## config.mk

```make
export PLATFORM = sky130hd
export DESIGN_NAME = fca_seq
export DESIGN_NICKNAME = d
export VERILOG_FILES = /design/src/rtl/fca_pkg.sv /design/src/rtl/fca_seq.sv
export SDC_FILE = /design/constraint.sdc
export NUM_CORES = 1
export LEC_CHECK = 0
export ABC_CLOCK_PERIOD_IN_PS = 7500
export BUFFER_PORTS_ARGS = -buffer_cell sky130_fd_sc_hd__buf_4
export CORE_UTILIZATION = 45
export CTS_CLUSTER_DIAMETER = 50
export DETAILED_ROUTE_END_ITERATION = 10
export GPL_TIMING_DRIVEN = 0
export PLACE_DENSITY = 0.75
export SLEW_MARGIN = 40
export SYNTH_ARGS = -nofsm -noshare
export SYNTH_HDL_FRONTEND = slang
export SYNTH_SLANG_ARGS = --single-unit
```

## constraint.sdc

```tcl
create_clock -name i_clk -period 7.5 [get_ports i_clk]
set_clock_uncertainty 0.2 [all_clocks]
set_input_delay 0 -clock i_clk [delete_from_list [all_inputs] [get_ports i_clk]]
set_output_delay 0 -clock i_clk [all_outputs]
set_load 0.03 [all_outputs]
```

## src/rtl/fca_pkg.sv

```systemverilog
// Package for the chain allocator: shared types, codes and register map.
package fca_pkg;

    typedef enum logic [4:0] {
        ST_INIT, ST_IDLE, ST_CHK, ST_CHK2, ST_S1_RD, ST_S1_PR, ST_S2_RD, ST_S2_PR,
        ST_ENDW, ST_H_RD, ST_H_PR, ST_AFIN, ST_FR_RD, ST_FR_PR, ST_FR_FIN,
        ST_EX_RD, ST_EX_PR, ST_DONE
    } t_state;

    localparam logic [1:0] FN_FORMAT = 2'd0;
    localparam logic [1:0] FN_ALLOC  = 2'd1;
    localparam logic [1:0] FN_FREE   = 2'd2;
    localparam logic [1:0] FN_EXTEND = 2'd3;

    localparam logic [2:0] STAT_OK      = 3'd0;
    localparam logic [2:0] STAT_NOSPACE = 3'd1;
    localparam logic [2:0] STAT_SIZE    = 3'd2;
    localparam logic [2:0] STAT_BROKEN  = 3'd3;
    localparam logic [2:0] STAT_BAD     = 3'd4;

    localparam logic [2:0] REG_TOTAL    = 3'd0;
    localparam logic [2:0] REG_RESERVED = 3'd1;
    localparam logic [2:0] REG_BBYTES   = 3'd2;
    localparam logic [2:0] REG_MAXBYTES = 3'd3;
    localparam logic [2:0] REG_EXTEND   = 3'd4;

    typedef struct packed {
        logic [12:0] total;
        logic [11:0] reserved;
        logic [15:0] bbytes;
        logic [31:0] maxbytes;
        logic [11:0] extend;
    } t_cfg;

    typedef struct packed {
        logic [31:0] size;
        logic [11:0] index;
        logic [11:0] count;
        logic [1:0]  func;
    } t_req;

    typedef struct packed {
        logic [12:0] first_free;
        logic [12:0] free_count;
        logic [11:0] head_block;
        logic [2:0]  status;
    } t_res;

endpackage

```

## src/rtl/fca_seq.sv

```systemverilog
// Sequencer and shared datapath: format sweep, scans, chain walks, checks.
module fca_seq
    import fca_pkg::*;
#(
    parameter int TABLE_DEPTH = 4096,
    localparam int AW = $clog2(TABLE_DEPTH)
) (
    input  logic          i_clk,
    input  logic          i_rst_n,
    input  t_cfg          i_cfg,
    input  logic          i_req_valid,
    output logic          o_req_ready,
    input  t_req          i_req,
    output logic          o_res_valid,
    input  logic          i_res_ready,
    output t_res          o_res,
    output logic          o_mem_we,
    output logic [AW-1:0] o_mem_waddr,
    output logic [AW-1:0] o_mem_wdata,
    output logic [AW-1:0] o_mem_raddr,
    input  logic [AW-1:0] i_mem_rdata
);

    localparam int HW = (AW + 1 > 13) ? AW + 1 : 13;
    localparam int FW = AW + 1;
    localparam logic [HW-1:0] DEPTH_H = HW'(TABLE_DEPTH);

    t_state        r_state, n_state;
    logic [AW-1:0] r_ptr;
    logic          r_fmt, r_ext_op, r_have;
    logic [11:0]   r_count, r_found, r_left;
    logic [HW-1:0] r_i, r_hint;
    logic [FW-1:0] r_fb, r_cleared, r_steps;
    logic [AW-1:0] r_cur, r_prev, r_start, r_lowest;
    logic [2:0]    r_status;
    logic [27:0]   r_prod;

    logic [HW-1:0] t_lim, res_h, from_h, e_h, idx_h, cnt_h, fb_h, fmt_fb, sum_cl;
    logic          e_zero, e_self, e_use, idx_use, scan_on;

    function automatic logic f_usable(input logic [HW-1:0] x, input logic [HW-1:0] res,
                                      input logic [HW-1:0] lim);
        f_usable = (x > res) && (x < lim);
    endfunction

    always_comb begin
        t_lim   = (HW'(i_cfg.total) > DEPTH_H) ? DEPTH_H : HW'(i_cfg.total);
        res_h   = HW'(i_cfg.reserved);
        from_h  = (r_hint > res_h) ? r_hint : res_h + HW'(1);
        e_h     = HW'(i_mem_rdata);
        idx_h   = HW'(i_req.index);
        cnt_h   = HW'(r_count);
        fb_h    = HW'(r_fb);
        fmt_fb  = (res_h + HW'(1) < t_lim) ? t_lim - res_h - HW'(1) : '0;
        sum_cl  = fb_h + HW'(r_cleared);
        e_zero  = (i_mem_rdata == '0);
        e_self  = (i_mem_rdata == r_cur);
        e_use   = f_usable(e_h, res_h, t_lim);
        idx_use = f_usable(idx_h, res_h, t_lim);
        scan_on = (r_i < t_lim) && (r_found < r_count);
    end

    // next state
    always_comb begin
        n_state = r_state;
        case (r_state)
            ST_INIT:  if (r_ptr == AW'(TABLE_DEPTH - 1)) n_state = r_fmt ? ST_DONE : ST_IDLE;
            ST_IDLE: begin
                if (i_req_valid) begin
                    case (i_req.func)
                        FN_FORMAT: n_state = ST_INIT;
                        FN_ALLOC:  n_state = ST_CHK;
                        FN_FREE:   n_state = idx_use ? ST_FR_RD : ST_DONE;
                        default:   n_state = (!idx_use || i_req.size >= i_cfg.maxbytes) ?
                                             ST_DONE : ST_EX_RD;
                    endcase
                end
            end
            ST_CHK:   n_state = (r_count == '0 || fb_h < cnt_h) ? ST_DONE : ST_CHK2;
            ST_CHK2:  n_state = ({4'b0, r_prod} > i_cfg.maxbytes) ? ST_DONE : ST_S1_RD;
            ST_S1_RD: n_state = scan_on ? ST_S1_PR :
                                ((r_found < r_count) ? ST_DONE : ST_S2_RD);
            ST_S1_PR: n_state = ST_S1_RD;
            ST_S2_RD: n_state = ST_S2_PR;
            ST_S2_PR: n_state = (e_zero && r_left == 12'd1) ? ST_ENDW : ST_S2_RD;
            ST_ENDW:  n_state = ST_H_RD;
            ST_H_RD:  n_state = (r_i < t_lim) ? ST_H_PR : ST_AFIN;
            ST_H_PR:  n_state = e_zero ? ST_AFIN : ST_H_RD;
            ST_AFIN:  n_state = ST_DONE;
            ST_FR_RD: n_state = ST_FR_PR;
            ST_FR_PR: n_state = (e_zero || e_self || !e_use ||
                                 r_steps == FW'(TABLE_DEPTH - 1)) ? ST_FR_FIN : ST_FR_RD;
            ST_FR_FIN: n_state = ST_DONE;
            ST_EX_RD: n_state = ST_EX_PR;
            ST_EX_PR: n_state = e_self ? ST_CHK :
                                ((e_zero || !e_use || r_steps == FW'(TABLE_DEPTH)) ?
                                 ST_DONE : ST_EX_RD);
            ST_DONE:  if (i_res_ready) n_state = ST_IDLE;
            default:  n_state = ST_IDLE;
        endcase
    end

    // outputs and table port
    always_comb begin
        o_mem_we    = 1'b0;
        o_mem_waddr = r_cur;
        o_mem_wdata = '0;
        o_mem_raddr = r_cur;
        case (r_state)
            ST_INIT: begin
                o_mem_we    = 1'b1;
                o_mem_waddr = r_ptr;
                o_mem_wdata = (HW'(r_ptr) <= res_h) ? AW'(1) : '0;
            end
            ST_S1_RD, ST_S2_RD, ST_H_RD: o_mem_raddr = r_i[AW-1:0];
            ST_S2_PR: begin
                o_mem_we    = e_zero && r_have;
                o_mem_waddr = r_prev;
                o_mem_wdata = r_i[AW-1:0];
            end
            ST_ENDW: begin
                o_mem_we    = 1'b1;
                o_mem_waddr = r_prev;
                o_mem_wdata = r_prev;
            end
            ST_AFIN: begin
                o_mem_we    = r_ext_op;
                o_mem_wdata = r_start;
            end
            ST_FR_PR: o_mem_we = !e_zero;
            default: ;
        endcase
        o_req_ready            = (r_state == ST_IDLE);
        o_res_valid            = (r_state == ST_DONE);
        o_res.status           = r_status;
        o_res.head_block       = (r_status == STAT_OK) ? 12'(HW'(r_start)) : '0;
        o_res.free_count       = fb_h[12:0];
        o_res.first_free       = r_hint[12:0];
    end

    always_ff @(posedge i_clk) begin
        if (!i_rst_n) begin
            r_state <= ST_INIT;
            r_ptr   <= '0;
            r_fmt   <= 1'b0;
        end else begin
            r_state <= n_state;
            case (r_state)
                ST_INIT: begin
                    r_ptr <= r_ptr + AW'(1);
                    if (r_ptr == AW'(TABLE_DEPTH - 1)) begin
                        r_fb     <= fmt_fb[FW-1:0];
                        r_hint   <= res_h + HW'(1);
                        r_status <= STAT_OK;
                        r_start  <= '0;
                    end
                end
                ST_IDLE: begin
                    r_fmt     <= (i_req.func == FN_FORMAT);
                    r_ext_op  <= (i_req.func == FN_EXTEND);
                    r_count   <= (i_req.func == FN_EXTEND) ? i_cfg.extend : i_req.count;
                    r_cur     <= idx_h[AW-1:0];
                    r_lowest  <= idx_h[AW-1:0];
                    r_start   <= '0;
                    r_steps   <= '0;
                    r_cleared <= '0;
                    r_ptr     <= '0;
                    if (i_req.func == FN_FREE) begin
                        r_status <= idx_use ? STAT_BROKEN : STAT_BAD;
                    end else if (i_req.func == FN_EXTEND && !idx_use) begin
                        r_status <= STAT_BAD;
                    end else if (i_req.func == FN_EXTEND && i_req.size >= i_cfg.maxbytes) begin
                        r_status <= STAT_SIZE;
                    end else begin
                        r_status <= STAT_OK;
                    end
                end
                ST_CHK: begin
                    if (r_count == '0) r_status <= STAT_BAD;
                    else if (fb_h < cnt_h) r_status <= STAT_NOSPACE;
                    r_prod <= 28'(r_count) * 28'(i_cfg.bbytes);
                end
                ST_CHK2: begin
                    if ({4'b0, r_prod} > i_cfg.maxbytes) r_status <= STAT_SIZE;
                    r_i     <= from_h;
                    r_found <= '0;
                end
                ST_S1_RD: begin
                    if (!scan_on) begin
                        if (r_found < r_count) r_status <= STAT_NOSPACE;
                        r_i    <= from_h;
                        r_left <= r_count;
                        r_have <= 1'b0;
                    end
                end
                ST_S1_PR: begin
                    if (e_zero) r_found <= r_found + 12'd1;
                    r_i <= r_i + HW'(1);
                end
                ST_S2_PR: begin
                    if (e_zero) begin
                        if (!r_have) r_start <= r_i[AW-1:0];
                        r_have <= 1'b1;
                        r_prev <= r_i[AW-1:0];
                        r_left <= r_left - 12'd1;
                    end
                    r_i <= r_i + HW'(1);
                end
                ST_ENDW: begin
                    r_fb   <= r_fb - FW'(r_count);
                    r_hint <= t_lim;
                    r_i    <= HW'(r_prev) + HW'(1);
                end
                ST_H_PR: begin
                    if (e_zero) r_hint <= r_i;
                    else r_i <= r_i + HW'(1);
                end
                ST_FR_PR: begin
                    if (!e_zero) begin
                        r_cleared <= r_cleared + FW'(1);
                        if (r_cur < r_lowest) r_lowest <= r_cur;
                        if (e_self) r_status <= STAT_OK;
                        r_cur   <= i_mem_rdata;
                        r_steps <= r_steps + FW'(1);
                    end
                end
                ST_FR_FIN: begin
                    r_fb <= (sum_cl > t_lim) ? t_lim[FW-1:0] : sum_cl[FW-1:0];
                    if (r_cleared != '0 && HW'(r_lowest) < r_hint) r_hint <= HW'(r_lowest);
                end
                ST_EX_PR: begin
                    if (!e_self) begin
                        if (e_zero || !e_use || r_steps == FW'(TABLE_DEPTH))
                            r_status <= STAT_BROKEN;
                        r_cur   <= i_mem_rdata;
                        r_steps <= r_steps + FW'(1);
                    end
                end
                default: ;
            endcase
        end
    end

endmodule

```

Yosys cells after proc, flatten, opt, wreduce, memory -nomap -nowiden
Cells that the tools add are included.
W data, S select, Z words.
{"block": "classes", "n_reduce_logical": 53, "n_mul": 1, "mux": 77, "bitwise_logic": 0, "shift": 0, "add_sub_neg": 12, "order_cmp": 16, "eq_ne": 43, "div": 0}
{"operator": "$mux W13", "count": 13}
{"operator": "$mux W12", "count": 13}
{"operator": "$pmux W12 S2", "count": 5}
{"operator": "$pmux W5 S17", "count": 1}
{"operator": "$pmux W13 S3", "count": 2}
{"operator": "$pmux W12 S3", "count": 2}
{"operator": "$pmux W13 S5", "count": 1}
{"operator": "$mux W5", "count": 12}
{"operator": "$pmux W13 S4", "count": 1}
{"operator": "$pmux W12 S4", "count": 1}
{"operator": "$eq A5 B4 Y1 const B", "count": 8}
{"operator": "$add A13 B1 Y13 const B", "count": 3}
{"operator": "$lt A12 B13 Y1", "count": 3}
{"operator": "$mux W3", "count": 13}
{"operator": "$ge A32 B32 Y1", "count": 1}
{"operator": "$gt A28 B32 Y1", "count": 1}
{"operator": "$ne A2 B2 Y1 const B", "count": 16}
{"operator": "$mul A12 B16 Y28", "count": 1}
{"operator": "$add A12 B1 Y13 const B", "count": 2}
{"operator": "$lt A13 B13 Y1", "count": 2}
{"operator": "$pmux W13 S2", "count": 1}
{"operator": "$sub A13 B12 Y13", "count": 2}
{"operator": "$add A12 B1 Y12 const B", "count": 2}
{"operator": "$gt A12 B12 Y1", "count": 2}
{"operator": "49 further kinds", "count": 94}
{"block": "word_totals", "latch_bits": 0, "reg_bits": 200, "ramBits": 0, "romBits": 0, "elab_cells": 221, "memories": 0}

Logic depth before layout (Yosys ltp)
Gate-level depths: netlist of run 1.
{"block": "depth", "word_depth": 10, "mapped_depth": 23}

Least setup slack after synthesis of run 1
Ideal clock, no wire load.
{"block": "synth_timing", "path_kind": "register to register", "startpoint": "register r_count[5]", "endpoint": "register r_prod[25], data pin", "setup_ns": 0.258, "setup_slack_ns": 1.641, "t_required_ns": 7.042, "path_stages_with_launch": 21, "arrival_ns": 5.401, "n_path_buf": 2, "path_cell_list": "edfxtp_1 clkbuf_1 buf_1 nand2_1 fa_1 inv_1 fa_1 fa_1 fa_1 inv_1 fa_1 inv_1 ha_1 a21o_1 a21o_1 a21oi_1 o21ai_0 or2_2 a31o_2 a211oi_1 nor2_1"}
{"block": "synth_via", "elab_chain_len": 1}
{"element": "start, declared", "line": "fca_seq.sv:31", "source": "logic [11:0] r_count, r_found, r_left;"}
{"element": "start signal, assigned", "line": "fca_seq.sv:161", "source": "r_count <= (i_req.func == FN_EXTEND) ? i_cfg.extend : i_req.count;"}
{"element": "$mul A12 B16 Y28", "line": "fca_seq.sv:181", "source": "r_prod <= 28'(r_count) * 28'(i_cfg.bbytes);"}
{"element": "end signal, assigned", "line": "fca_seq.sv:181"}
{"element": "end, declared", "line": "fca_seq.sv:36", "source": "logic [27:0] r_prod;"}
Every way passes these cells.
A chain may end at the register's enable or synchronous reset.

Final worst setup path of run 1
Same ends and word-level chain as after synthesis.

==> metrics.cfg, run 1 <==
[routing]
post-route-drc-count = 0
dr_total_vias = 20778
ant_nets = 0
first_pass_iters = 6
viasPerCell = 5.85
drt_iter0_markers = 1914
drt-total-wl_mm = 77.8
wl_per_cell_um = 21.9

[pwr]
p_leak_nw = 12.4
ir_drop_uv = 172
finalPower_mw = 3.94
powerDensity_mw_per_mm2 = 145

[min_path]
whs_endpoint = r_hint[3]
hp-class = input port to flip-flop
hold_start = i_cfg[61]
hold_depth = 5

[sta]
fin_crit_sh_pct = 93.7
slew_viol_final = 0
fmaxAchievable_mhz = 142
tightestPinTransition_ps = 839
rsz0062_at_grt = no
timing_hold_violations_final = 0
fin_ws_ps = 473
maxSlewHeadroom_pct = 43.7
period_needed_ps = 7030
setup-tns-final_ps = 0
setup_violations = 0

[placement]
io_buffers = 238
dp_slack_ps = 565
dp_cells = 3450
place_hpwl_mm = 62.0
gp_congestion = 1.04

[floorplanning]
num_rows = 82
die_area_mm2 = 0.0523
start_util_pct = 45.9
ios = 239
die_h_um = 229
core-area_mm2 = 0.0504
die_w_um = 229

[clock_network]
cts_root_buf = clkbuf_16
h-tree-depth = 4
cts_sinks = 200
worstSkewPairLatency_ps = 510
cts_tree = yes
cts_setup_buffers = 0
clkTransAtPathRegs_ps = 80
clk_path_buf_depth = 2
cts_inserted_buffers = 17
cts_resized = 0

[global_route]
overflow = 0
antenna_found_initial = 2
grt_usage_pct = 29.6
grt_pass1_wl_mm = 119
grt_max_degree = 29
first_global_vias = 20886

[setup_path]
critPathRequiredTime_ps = 7550
ff2ff_setup_slack_ps = 470
reg2reg_to = r_prod[25]
slowest_stage = buf_1
crit_fanout = 10
path_common_cell = fa_1
critPathCaptureType = flip-flop
path_cells = clkbuf_1 > buf_1 > nand2_1 > fa_1 > inv_1 > fa_1 > fa_1 > fa_1 > inv_1 > fa_1 > inv_1 > ha_1 > a21o_1 > a21o_1 > a21oi_1 > o21ai_0 > or2_2 > a31o_2 > a211oi_1 > nor2_1
r2r_start = r_count[5]
crit_arrival_ps = 7080
startpoint_type = flip-flop
r2r_cells = 20
worst_path_largest_cell_delay_ps = 680
crit_type = flip-flop to flip-flop

[synth]
synth_cell_types = 77
synthCells = 2534
yosysTopAreaCell = edfxtp_1
ys_warn_count = 0
syn_area_mm2 = 0.0231
yosysTopAreaCellShare_pct = 23.6
synth_nets = 3149
synthTopCellsByArea = edfxtp_1 (24%), ha_1 (17%), fa_1 (12%)
ys.flop_type = edfxtp_1
synth_edf_count = 182
ys_ff_latch = 200
seq_area_frac_synth_pct = 25.2
synthTopCellsByCount = inv_1 (335), ha_1 (313), nand2_1 (245)
postSynth.asyncResetShare_pct = 0
synth.most_common_cell = inv_1
synth.avg_cell_area_um2 = 9.12

[final_layout]
stdcell_count = 3554
area_growth_pct = 17.5
fin_nets = 3482
drive_above_1_share_pct = 12.7

[run_status]
status = finished, final reports clean

[run]
maxCapViolations = 0

[registers in the layout, summed over array words and instances (netlist names), 13 cells and up]
signal and count:
r_steps 13, r_cleared 13, r_prod 28, r_i 13
fb_h 13, r_hint 13
[how the worst max path moves through the flow]
stage,from,to,slack (ps)
after floorplan,r_count[5],r_prod[25],1640
after global placement,i_cfg[84],r_i[2],350
after detailed placement,r_count[5],r_prod[25],560
after CTS,r_count[5],r_prod[25],520
after global routing,r_count[5],r_prod[25],160
final,r_count[5],r_prod[25],470
[layout by cell type (no fill, tap or decap), types with 16 or more instances in the layout]
| master | synthesis | layout |
|---|---|---|
| nand2b_1 | 21 | 21 |
| clkbuf_1 | 74 | 75 |
| and3_1 | 25 | 24 |
| buf_4 | 0 | 238 |
| fa_1 | 143 | 143 |
| mux2i_1 | 32 | 32 |
| edfxtp_1 | 182 | 182 |
| o21ai_0 | 94 | 94 |
| nand4_1 | 37 | 37 |
| mux2_2 | 47 | 47 |
| ha_1 | 313 | 313 |
| a211oi_1 | 18 | 18 |
| o21a_1 | 30 | 29 |
| dlygate4sd3_1 | 0 | 70 |
| nor2_1 | 164 | 163 |
| nor2b_1 | 34 | 34 |
| a31oi_1 | 19 | 19 |
| nand3_1 | 56 | 56 |
| inv_1 | 335 | 335 |
| xor2_1 | 44 | 44 |
| nor3_1 | 36 | 36 |
| a21o_1 | 60 | 60 |
| or3_1 | 16 | 16 |
| nand2_1 | 245 | 245 |
| xnor2_1 | 84 | 84 |
| a21oi_1 | 127 | 126 |
| dfxtp_1 | 18 | 18 |
| a22oi_1 | 19 | 19 |
| clkbuf_16 | 0 | 17 |
| and2_1 | 88 | 88 |
[where the power goes]
part	internal, mW	switching [mW]	total (mW)	leakage, nW
combinational	0.728	0.919	1.65	10.3
clock	0.537	0.475	1.01	0.300
sequential	1.28	0.00280	1.28	1.83
[cells by family after synthesis]
kind of cell / synth area share, %
compound gates: 13.5
flops: 25.2
xor+xnor: 4.85
fa+ha+maj: 29.3
buf+inv: 7.04
simple gates: 16.4
mux: 3.67
[worst max-delay path, delay by kind of cell (launching register included)]
| family | cells | cell delay [ps] |
|---|---|---|
| fa+ha+maj | 6 | 3030 |
| buf+inv | 5 | 1350 |
| compound gates | 6 | 1240 |
| simple gates | 3 | 610 |
| flops | 1 | 330 |
[layer usage]
layer	up-vias	GRT usage [%]	part of all wire, %
li1	9481	-	-
met1	10102	38.5	41
met2	967	47.1	46
met3	228	5.68	8.6
met4	0	14.2	4.6
met5	-	0	0
[area by class of cell]
type / instances / area, µm²
antenna: 2 / 5.00
buffer: 93 / 370
clock buffer: 19 / 443
clock inverter: 13 / 168
fill: 4510 / 23200
inverter: 335 / 1260
multi-input combinational: 1906 / 15700
sequential: 200 / 5830
tap: 672 / 841
timing repair buffer: 314 / 2540
[stage by stage]
| stage | hold WS (ps) | util [%] | area, µm² |
|---|---|---|---|
| after floorplan | -62.3 | - | 23100 |
| after global placement | 103 | 51.1 | 25700 |
| after detailed placement | 107 | 51.3 | 25800 |
| after CTS | 0.539 | 53.9 | 27100 |
| after global routing | 60.4 | 53.9 | 27200 |
| final | 50.4 | 53.9 | 27200 |
[timing repair]
item	CTS	global route
setup endpoints to repair	0	0
hold buffers	70	0
hold endpoints to repair	88	0
Power figures use the tool's default switching activity.
==> run 2, diff against run 1 <==
CTS_BUF_LIST = sky130_fd_sc_hd__clkbuf_4   (was default)
==> run 2 against run 1 <==
  * Design area increased by 2.4%
  * Register-to-register slack got worse by 110 ps
  * Die area unchanged
  * Critical path depth unchanged
  * Maximum frequency decreased by 1.5%
  * Setup slack got worse by 110 ps
  * Clock power decreased by 34%
  * Via count increased by 2.5%
==> metrics.cfg, run 2 (synthesis gave the netlist of run 1 again) <==
[clock_network]
cts_resized = 0  ; unchanged
cts_sinks = 200  ; unchanged
hold_buffers = 166  ; was 70
h-tree-depth = 4  ; unchanged
worstSkewPairLatency_ps = 780  ; was 510 ps
cts_root_buf = clkbuf_4  ; was clkbuf_16
cts_setup_buffers = 0  ; unchanged
cts_inserted_buffers = 17  ; unchanged
clkTransAtPathRegs_ps = 170  ; was 80 ps
cts_tree = yes  ; unchanged
clk_path_buf_depth = 2  ; unchanged

[floorplanning]
start_util_pct = 45.9  ; unchanged
die_w_um = 229  ; unchanged
die_h_um = 229  ; unchanged
num_rows = 82  ; unchanged
die_area_mm2 = 0.0523  ; unchanged
ios = 239  ; unchanged
core-area_mm2 = 0.0504  ; unchanged

[routing]
viasPerCell = 5.83  ; was 5.85
wl_per_cell_um = 21.9  ; about the same
dr_total_vias = 21300  ; was 20778
first_pass_iters = 9  ; was 6
drt_iter0_markers = 1954  ; was 1914
ant_nets = 0  ; unchanged
post-route-drc-count = 0  ; unchanged
drt-total-wl_mm = 79.8  ; was 77.8 mm

[pwr]
p_leak_nw = 12.7  ; was 12.4 nW
finalPower_mw = 3.64  ; was 3.94 mW
p_sw_mw = 1.36  ; was 1.40 mW
ir_drop_uv = 121  ; was 172 µV
pwr-share-comb_pct = 46.5  ; was 41.8%
clkPwrFrac_pct = 18.3  ; was 25.7%
powerDensity_mw_per_mm2 = 131  ; was 145 mW/mm²
swShare_pct = 37.5  ; was 35.5%
power_frac_seq_pct = 35.2  ; was 32.5%
power.internal_mw = 2.27  ; was 2.54 mW

[sta]
fin_crit_sh_pct = 95.1  ; was 93.7%
maxSlewHeadroom_pct = 45.8  ; was 43.7%
hold_ws_ps = 114  ; was 50.4 ps
tightestPinTransition_ps = 813  ; was 839 ps
period_needed_ps = 7130  ; was 7030 ps
timing_hold_violations_final = 0  ; unchanged
slew_viol_final = 0  ; unchanged
rsz0062_at_grt = no  ; unchanged
setup-tns-final_ps = 0  ; unchanged
setup_violations = 0  ; unchanged
fmaxAchievable_mhz = 140  ; was 142 MHz

[global_route]
first_global_vias = 21461  ; was 20886
grt_usage_pct = 30.3  ; was 29.6%
grt_pass1_wl_mm = 122  ; was 119 mm
antenna_found_initial = 5  ; was 2
grt_max_degree = 29  ; unchanged
overflow = 0  ; unchanged

[setup_path]
ff2ff_setup_slack_ps = 370  ; was 470 ps
critPathRequiredTime_ps = 7820  ; was 7550 ps
crit_type = flip-flop to flip-flop  ; unchanged
critPathCaptureType = flip-flop  ; unchanged
startpoint_type = flip-flop  ; unchanged
crit_fanout = 10  ; unchanged
crit_arrival_ps = 7460  ; was 7080 ps

[placement]
dp_cells = 3450  ; unchanged
gp_congestion = 1.04  ; unchanged
io_buffers = 238  ; unchanged
place_hpwl_mm = 62.0  ; unchanged

[final_layout]
largest_register = r_prod  ; unchanged
layout_common_cells = inv_1 (335), ha_1 (313), nand2_1 (245), buf_4 (238), edfxtp_1 (182)  ; unchanged
multi_input_area_mm2 = 0.0157  ; unchanged
final.fill_count = 4441  ; was 4510
area_growth_pct = 20.3  ; was 17.5%
final_core_util_pct = 55.2  ; was 53.9%
fin_nets = 3578  ; was 3482
layout_commonest_cell = inv_1  ; unchanged
regArea_mm2 = 0.00583  ; unchanged
stdcell_count = 3652  ; was 3554
drive_above_1_share_pct = 12.3  ; was 12.7%
largest_register_ffs = 28  ; unchanged

[run]
maxCapViolations = 0  ; unchanged

[min_path]
hp-class = input port to flip-flop  ; unchanged

[run_status]
status = finished, final reports clean  ; unchanged

[run 2: cell count changes in the layout (fill, tap and decap cells not counted), sizes merged]
cell and delta:
clkinv +1, clkbuf -1, dlygate4sd3 +96, diode +2
[run 2: layout make-up]
class,count,area share [%]
flip-flops and latches,200,20.9
plain buffers,93,1.33
clock buffers,18,0.486
inverters,335,4.52
well taps,672,3.02
multi-input cells,1906,56.4
repair buffers,410,12.6
clock inverters,14,0.616
diodes,4,0.0360
[run 2: final timing paths]
path                            depth (start not counted)       start     endpoint
worst min register to register                          2    r_ptr[6]     r_ptr[6]
worst max-delay path                                   20  r_count[5]   r_prod[25]
worst min-delay path                                    4    i_req[1]  r_status[2]
worst max register to register                         20  r_count[5]   r_prod[25]
[run 2: stage by stage]
| stage | instance area, µm² | worst slack, ps |
|---|---|---|
| detailed placement | 25800 | 565 |
| finish | 27800 | 365 |
| global placement | 25700 | 347 |
| global route | 27800 | 140 |
| floorplan | 23100 | 1640 |
| CTS | 27800 | 505 |
[run 2: power groups by stage]
stage,clock (mW),sequential [mW],combinational (mW)
finish,0.667,1.28,1.69
global route,0.708,1.28,1.89
CTS,0.677,1.28,1.67
detailed placement,0,1.30,1.59
global placement,0,1.30,1.53
floorplan,0,1.30,1.16
[run 2: per-layer routing]
layer	vias to the layer above	track usage, %	routed length (µm)
met5	-	0	13
met4	2	15.1	3960
met3	252	6.26	7410
met2	1086	48.3	36200
met1	10287	39.0	32200
li1	9673	-	-
[run 2: critical path, stage by stage (launching register included)]
cell and delay [ps]:
edfxtp_1 390, clkbuf_1 520, buf_1 680, nand2_1 190
fa_1 590, inv_1 50, fa_1 540, fa_1 480
fa_1 570, inv_1 60, fa_1 530, inv_1 40
ha_1 350, a21o_1 240, a21o_1 190, a21oi_1 140
o21ai_0 220, or2_2 370, a31o_2 240, a211oi_1 220
nor2_1 60
